**src/sv/frustum_cull_test_assert.svh**
```systemverilog
// Assertion macros shared by the frustum cull test modules.
// Depends on the using module having ports aclk and aresetn.
`ifndef FRUSTUM_CULL_TEST_ASSERT_SVH
`define FRUSTUM_CULL_TEST_ASSERT_SVH

// Checked on every rising edge of aclk, switched off while reset is asserted.
`define FCT_ASSERT(lbl, prop, msg) \
    lbl: assert property (@(posedge aclk) disable iff (!aresetn) (prop)) else $error(msg);

// Checked on every rising edge of aclk, reset included.
`define FCT_ASSERT_ALWAYS(lbl, prop, msg) \
    lbl: assert property (@(posedge aclk) (prop)) else $error(msg);

`endif

```
**src/sv/fct_pkg.sv**
```systemverilog
// Shared types and constants for the frustum cull test block.
// No dependencies.
`timescale 1ns / 1ps

package fct_pkg;

    localparam int FCT_PLANE_COUNT = 6;
    localparam int FCT_COORD_WIDTH = 16;
    localparam int FCT_CFG_W       = 64;
    localparam int FCT_CFG_INDEX_W = 3;
    localparam int FCT_PLANE_IDX_W = 3;

    localparam logic [1:0] MODE_POINT  = 2'd0;
    localparam logic [1:0] MODE_BOX    = 2'd1;
    localparam logic [1:0] MODE_SPHERE = 2'd2;

    // Control that travels with an item from cell to cell.
    typedef struct packed {
        logic                       valid;
        logic [1:0]                 mode;
        logic                       found;
        logic [FCT_PLANE_IDX_W-1:0] idx;
    } fct_ctl_t;

endpackage

```
**src/sv/fct_cell.sv**
```systemverilog
// One plane cell of the frustum cull chain: holds one plane register and tests
// each passing item against it in two stages. Depends on fct_pkg.
`timescale 1ns / 1ps
`include "frustum_cull_test_assert.svh"

module fct_cell import fct_pkg::*; #(
    parameter int COORD_WIDTH = FCT_COORD_WIDTH,
    parameter int CELL_INDEX  = 0,
    parameter int PAY_W       = 7 * FCT_COORD_WIDTH - 1
) (
    input  logic                       aclk,
    input  logic                       aresetn,
    input  logic                       en,
    input  logic                       cfg_wr_en,
    input  logic [FCT_CFG_INDEX_W-1:0] cfg_index,
    input  logic [FCT_CFG_W-1:0]       cfg_wdata,
    input  fct_ctl_t                   ctl_in,
    input  logic [PAY_W-1:0]           pay_in,
    output fct_ctl_t                   ctl_out,
    output logic [PAY_W-1:0]           pay_out
);

    localparam int W      = COORD_WIDTH;
    localparam int PROD_W = W + 16;
    localparam int SUM_W  = (W + 18 > 32) ? W + 18 : 32;
    localparam logic [FCT_CFG_INDEX_W-1:0] MY_CFG = FCT_CFG_INDEX_W'(CELL_INDEX);
    localparam logic [FCT_PLANE_IDX_W-1:0] MY_IDX = FCT_PLANE_IDX_W'(CELL_INDEX);

    logic [FCT_CFG_W-1:0] plane_reg;

    logic signed [15:0] nx, ny, nz, dd;
    logic signed [W-1:0] px, py, pz, qx, qy, qz;
    logic [W-2:0] rad;
    logic signed [W-1:0] cx, cy, cz;
    logic is_box;

    logic signed [PROD_W-1:0] prod_x_next, prod_y_next, prod_z_next;
    logic signed [PROD_W-1:0] prod_x_reg, prod_y_reg, prod_z_reg;
    logic signed [SUM_W-1:0]  off_next, off_reg;
    logic signed [SUM_W-1:0]  sum;
    fct_ctl_t                 ctl_a_reg, ctl_b_reg, ctl_b_next;
    logic [PAY_W-1:0]         pay_a_reg, pay_b_reg;

    always_ff @(posedge aclk) begin
        if (!aresetn) begin
            plane_reg <= '0;
        end else if (cfg_wr_en && cfg_index == MY_CFG) begin
            plane_reg <= cfg_wdata;
        end
    end

    assign nx = plane_reg[15:0];
    assign ny = plane_reg[31:16];
    assign nz = plane_reg[47:32];
    assign dd = plane_reg[63:48];

    assign px  = pay_in[W-1:0];
    assign py  = pay_in[2*W-1:W];
    assign pz  = pay_in[3*W-1:2*W];
    assign qx  = pay_in[4*W-1:3*W];
    assign qy  = pay_in[5*W-1:4*W];
    assign qz  = pay_in[6*W-1:5*W];
    assign rad = pay_in[7*W-2:6*W];

    // Box mode picks the positive vertex: max corner where the normal is not negative.
    assign is_box = (ctl_in.mode == MODE_BOX);
    assign cx = (is_box && !nx[15]) ? qx : px;
    assign cy = (is_box && !ny[15]) ? qy : py;
    assign cz = (is_box && !nz[15]) ? qz : pz;

    always_comb begin
        prod_x_next = PROD_W'(nx) * PROD_W'(cx);
        prod_y_next = PROD_W'(ny) * PROD_W'(cy);
        prod_z_next = PROD_W'(nz) * PROD_W'(cz);
        // The sphere test s < -r is folded into s + r < 0.
        off_next = SUM_W'(dd) <<< 14;
        if (ctl_in.mode == MODE_SPHERE) begin
            off_next = off_next + (SUM_W'(rad) <<< 14);
        end
    end

    always_comb begin
        sum = SUM_W'(prod_x_reg) + SUM_W'(prod_y_reg) + SUM_W'(prod_z_reg) + off_reg;
        ctl_b_next = ctl_a_reg;
        if (ctl_a_reg.valid && !ctl_a_reg.found && sum[SUM_W-1]) begin
            ctl_b_next.found = 1'b1;
            ctl_b_next.idx   = MY_IDX;
        end
    end

    always_ff @(posedge aclk) begin
        if (!aresetn) begin
            ctl_a_reg <= '0;
            ctl_b_reg <= '0;
        end else if (en) begin
            ctl_a_reg <= ctl_in;
            ctl_b_reg <= ctl_b_next;
        end
    end

    always_ff @(posedge aclk) begin
        if (en) begin
            prod_x_reg <= prod_x_next;
            prod_y_reg <= prod_y_next;
            prod_z_reg <= prod_z_next;
            off_reg    <= off_next;
            pay_a_reg  <= pay_in;
            pay_b_reg  <= pay_a_reg;
        end
    end

    assign ctl_out = ctl_b_reg;
    assign pay_out = pay_b_reg;

    `FCT_ASSERT(a_idx_bound, ctl_b_reg.found |-> ctl_b_reg.idx <= MY_IDX, "reject index past cell")
    `FCT_ASSERT(a_found_kept, en && ctl_a_reg.found |=> ctl_b_reg.found, "earlier reject lost")
    `FCT_ASSERT(a_bubble_clean, !ctl_b_reg.valid |-> !ctl_b_reg.found, "empty slot marked")

endmodule

```
**config.mk**
```make
export PLATFORM = sky130hd
export DESIGN_NAME = fct_cell
export DESIGN_NICKNAME = d
export VERILOG_FILES = /design/src/sv/fct_pkg.sv /design/src/sv/fct_cell.sv
export VERILOG_INCLUDE_DIRS = /design/src /design/src/sv
export SDC_FILE = /design/constraint.sdc
export NUM_CORES = 2
export LEC_CHECK = 0
export BUFFER_PORTS_ARGS = -buffer_cell sky130_fd_sc_hd__buf_2
export CORE_AREA = 2 2 385 272
export CTS_BUF_LIST = sky130_fd_sc_hd__clkbuf_16
export DETAILED_ROUTE_END_ITERATION = 10
export DIE_AREA = 0 0 387 274
export HOLD_SLACK_MARGIN = 0.02
export PLACE_DENSITY = 0.62
export SYNTH_ARGS = -nofsm -noshare
export SYNTH_HDL_FRONTEND = slang
export SYNTH_SLANG_ARGS = --single-unit
```
**constraint.sdc**
```tcl
create_clock -name aclk -period 6.8 [get_ports aclk]
set_input_delay 0.34 -clock aclk [delete_from_list [all_inputs] [get_ports aclk]]
set_output_delay 0.34 -clock aclk [all_outputs]
set_load 0.02 [all_outputs]
```
# == Word level (Yosys, flattened, before mapping) ==
# Cells that the tools add are included.
# op_classes
reduce_logical,11
n_mul,3
mux,5
n_eq_ne,2
addsub,4
# ops
operator,count
multiplier 16 x 16 -> 32 bit,3
2-to-1 mux 16 bit,3
adder 33 x 32 -> 34 bit,1
adder 34 bit,1
2-to-1 mux 34 bit,1
adder 32 x 32 -> 33 bit,1
adder 30 x 30 -> 31 bit,1
logical AND 1 bit,6
zero test 1 bit,4
2-to-1 mux 4 bit,1
zero test 3 bit,1
== test 2 x 1 -> 1 bit (second input constant),1
== test 2 bit (second input constant),1
# word_totals
in_bits,189
output_inout_bits,118
wordCells,41
regBits,430

# == Depth between registers and ports, before layout ==
# logic_depth
word_depth,5
mapped_depth,28
mapped_depth_nobuf,25

# == Least setup slack after synthesis ==
# OpenSTA, ideal clock, no wires.
# synth_path
path_kind,input to register
startpoint,input ctl_in[5] in the netlist's numbering
endpoint,"register prod_z_reg[31], data pin"
arrival_time_ns,6.941
path_buffers,2
cell_stages,25
setup_time_ns,0.277
required_time_ns,6.523
slack_ns,-0.419
cell_sequence,nand2b_1 nor2_1 buf_2 mux2i_1 clkbuf_1 nor2b_1 fa_1 inv_1 fa_1 fa_1 inv_1 fa_1 fa_1 inv_1 fa_1 inv_1 ha_1 or2_4 a311o_1 a211oi_2 o21bai_1 o21ai_0 a21oi_1 o311ai_0 o211ai_1
# synth_via
elab_chain_len,4
# synth_rtl
element,line_no,rtl
"start, declared",fct_cell.sv:17,"input fct_ctl_t ctl_in,"
== test 2 x 1 -> 1 bit,fct_cell.sv:66,assign is_box = (ctl_in.mode == MODE_BOX);
logical AND 1 bit,fct_cell.sv:69,assign cz = (is_box && !nz[15]) ? qz : pz;
2-to-1 mux 16 bit,fct_cell.sv:69,
multiplier 16 x 16 -> 32 bit,fct_cell.sv:74,prod_z_next = PROD_W'(nz) * PROD_W'(cz);
via prod_z_next[31],fct_cell.sv:37,"logic signed [PROD_W-1:0] prod_x_next, prod_y_next, prod_z_next;"
"end signal, assigned",fct_cell.sv:105,prod_z_reg <= prod_z_next;
"end, declared",fct_cell.sv:38,"logic signed [PROD_W-1:0] prod_x_reg, prod_y_reg, prod_z_reg;"
# The timed path passes the listed nets, and every way through them passes these cells.
# A chain may end at the register's enable or synchronous reset.

# == Worst setup path in the final report ==
# layout_path
startpoint,register plane_reg[47]
endpoint,"register prod_z_reg[24], data pin"
# layout_via
elab_chain_len,4
# layout_rtl
element,line_no,rtl
"start, declared",fct_cell.sv:29,logic [FCT_CFG_W-1:0] plane_reg;
"start signal, assigned",fct_cell.sv:48,plane_reg <= cfg_wdata;
zero test 1 bit,fct_cell.sv:69,
logical AND 1 bit,fct_cell.sv:69,
2-to-1 mux 16 bit,fct_cell.sv:69,
multiplier 16 x 16 -> 32 bit *,fct_cell.sv:74,
via prod_z_next[24],fct_cell.sv:37,
# Mark *: on every way through the listed nets, which the timed path passes. The rest lies on a longest branch.

==> results.cfg <==
[floorplanning]
die_h_um = 274
die_area_mm2 = 0.106
die_x_um = 387
coreArea_mm2 = 0.103
rows = 99
pin_count = 307
start_util_pct = 44.5

[detailed_routing]
num_vias = 31900
drt-vias-per-instance = 4.98
route.detailed.wl_per_inst_um = 18.4
routed_wl_um = 118000
post-route-drc-count = 0
ant_nets = 0
drt_iter0_drc = 2026
drt-pass1-iter-count = 8

[synthesis]
yosysMostFrequentCell = inv_1
synth_edf_count = 335
seq_area_frac_synth_pct = 25.4
syn_inst = 4251
async_flop_share_pct = 0
ys_types = 72
synthDominantCellAreaShare_pct = 36.6
avgSynthCellArea_um2 = 10.8
ys_top_cells_by_count = 876 x inv_1, 837 x fa_1, 508 x nand2_1
synth_seq_cells = 413
synthesis.nets = 5581
synth_area_leaders = fa_1 37%, edfxtp_1 22%, ha_1 8.3%, inv_1 7.2%, nand2_1 4.2%
synthesis.area_mm2 = 0.0458
yosysWarnings = 0
yosys.area.top_type = fa_1
yosys_most_used_dff = edfxtp_1

[global_routing]
grt_pass1_vias = 33900
met2_usage_pct = 33.8
busiest_layer = met1
use_met1_pct = 34.1
grt_overflow = 0
grt_max_degree = 127
antenna_found_initial = 3
use_met3_pct = 5.82
grt_pass1_wl_um = 189000
grtUsageTotal_pct = 23.0

[worst_setup_path]
critPathTopFamily = adder cells
critPathMaxFanout = 6
cp-start-kind = flop
arrival_ns = 7.14
slowest_delay_ns = 0.57
reg2reg_depth = 25
critPathKind = flop to flop
ff2ff_setup_slack_ns = 0.09
crit_required_ns = 7.23
r2r-start = plane_reg[47]
crit_cells = 25
path_common_cell = fa_1
cp_slowest_cell = fa_2
critPathBufInv = 7
end_kind = flop
rr_endpoint = prod_z_reg[24]

[min_path]
hold_end = plane_reg[31]
min_path_cells = 3
min_path_type = input pin to flop
hold_start = cfg_wdata[31]

[timing]
max_freq_mhz = 149
setup_slack_ns = 0.0877
fin_skew_ns = 0.0168
finalCritPeriodShare_pct = 98.7
holdWs_ns = 0.0429
relSlewSlack_pct = 30.2
grt_setup_unrepaired = true
setup_violations = 0
worst_pin_slew_ns = 1.05
period_needed_ns = 6.71
hold_violations = 0
drv_slew = 0

[clock_tree]
htree_levels = 2
clkLatencyLatePin_ns = 0.62
clk_pin_slew_ns = 0.07
cts_made_buffers = 46
cts_tree = yes
cts_max_path_buffers = 3
clk_root_buffer_cell = clkbuf_16
cts.sinks = 413

[pwr]
finalPower_uw = 9950
power_per_cell_area_mw_per_mm2 = 180
ir_drop_mv = 0.206
p_leak_uw = 0.0262

[final_layout]
layout-drive-gt1-share_pct = 17.2
nNetsFinal = 6335
nFillCells = 9047
area.growth.synth_to_final_pct = 20.5
post-route-util_pct = 53.6

[status]
run_status = finished clean

[job]
cap_violations = 0

[placement]
pre_cts_ws_ns = -0.483
dp_hpwl_um = 95100
place.port_buffers = 306
gp_congestion = 0.889
placed cells by master (no fill, tap or decap), types with 23 or more instances in the layout:
master           n
xor2_1          30
nand2_1        507
and2_1         159
nor2b_1        232
a21oi_1         65
dfxtp_1         76
xnor2_1         76
buf_2          305
nand2b_1        37
o21ai_0         53
mux2i_1         23
clkbuf_16       51
mux2_2          28
buf_4          339
nor3_1          27
a21boi_0        66
inv_1          879
nor2_1          95
dlygate4sd3_1  174
ha_1           298
edfxtp_1       335
a21o_1          43
fa_1           829
worst min-delay path: cells and delay by family:
kind	cells	cell delay (ns)
buffers and inverters	1	0.10
AO/OA/AOI/OAI	1	0.10
AND/OR/NAND/NOR	1	0.05
power by group:
part | total (uW) | switching (uW) | internal (uW)
clock | 2660 | 1130 | 1530
combinational | 4010 | 2190 | 1820
sequential | 3280 | 202 | 3080
layer usage:
metal	vias up	routed length (um)
met3	127	9480
met5	-	104
met1	16200	55000
met2	899	51100
met4	2	2450
li1	14700	-
stage by stage:
stage / cell area [um2] / instances / TNS, ns
after floorplan: 45900 / 4251 / -0.138
after global placement: 51300 / 6126 / -6.91
after detailed placement: 51300 / 6126 / -8.83
after CTS: 54600 / 6387 / 0
after global routing: 55200 / 6406 / -0.410
final: 55200 / 6407 / 0
final cells by class:
class | count | area, um2 | share of cell area [%]
multi-input combinational | 2828 | 30800 | 55.8
timing repair buffer | 840 | 6180 | 11.2
clock inverter | 36 | 333 | 0.603
tap | 1363 | 1710 | 3.09
antenna | 1 | 2.50 | 0.00453
inverter | 876 | 3290 | 5.96
sequential | 413 | 11600 | 21.1
clock buffer | 50 | 1250 | 2.27
kinds of logic after synthesis:
family,Yosys count,share of synthesized area (%)
simple gates,1150,12.3
xor+xnor,106,2.03
flops,413,25.4
buf+inv,1010,8.29
fa+ha+maj,1141,44.9
compound gates,366,5.53
mux,65,1.52
worst max path at each step:
stage                       start              to  slack [ns]
global placement        ctl_in[5]  prod_x_reg[30]       -0.36
finish              plane_reg[47]  prod_z_reg[24]        0.09
floorplan               ctl_in[5]  prod_x_reg[30]       -0.06
CTS                 plane_reg[15]  prod_x_reg[31]       0.007
global route        plane_reg[47]  prod_z_reg[24]       -0.14
detailed placement      ctl_in[5]  prod_z_reg[30]       -0.48
what timing repair did:
action	CTS	global route
gates cloned	0	1
pin swaps	1	51
hold endpoints to repair	174	0
hold buffers	174	0
buffers inserted	1	19
setup endpoints to repair	2	24
resized for setup	1	97
(Power assumes the default switching activity.)
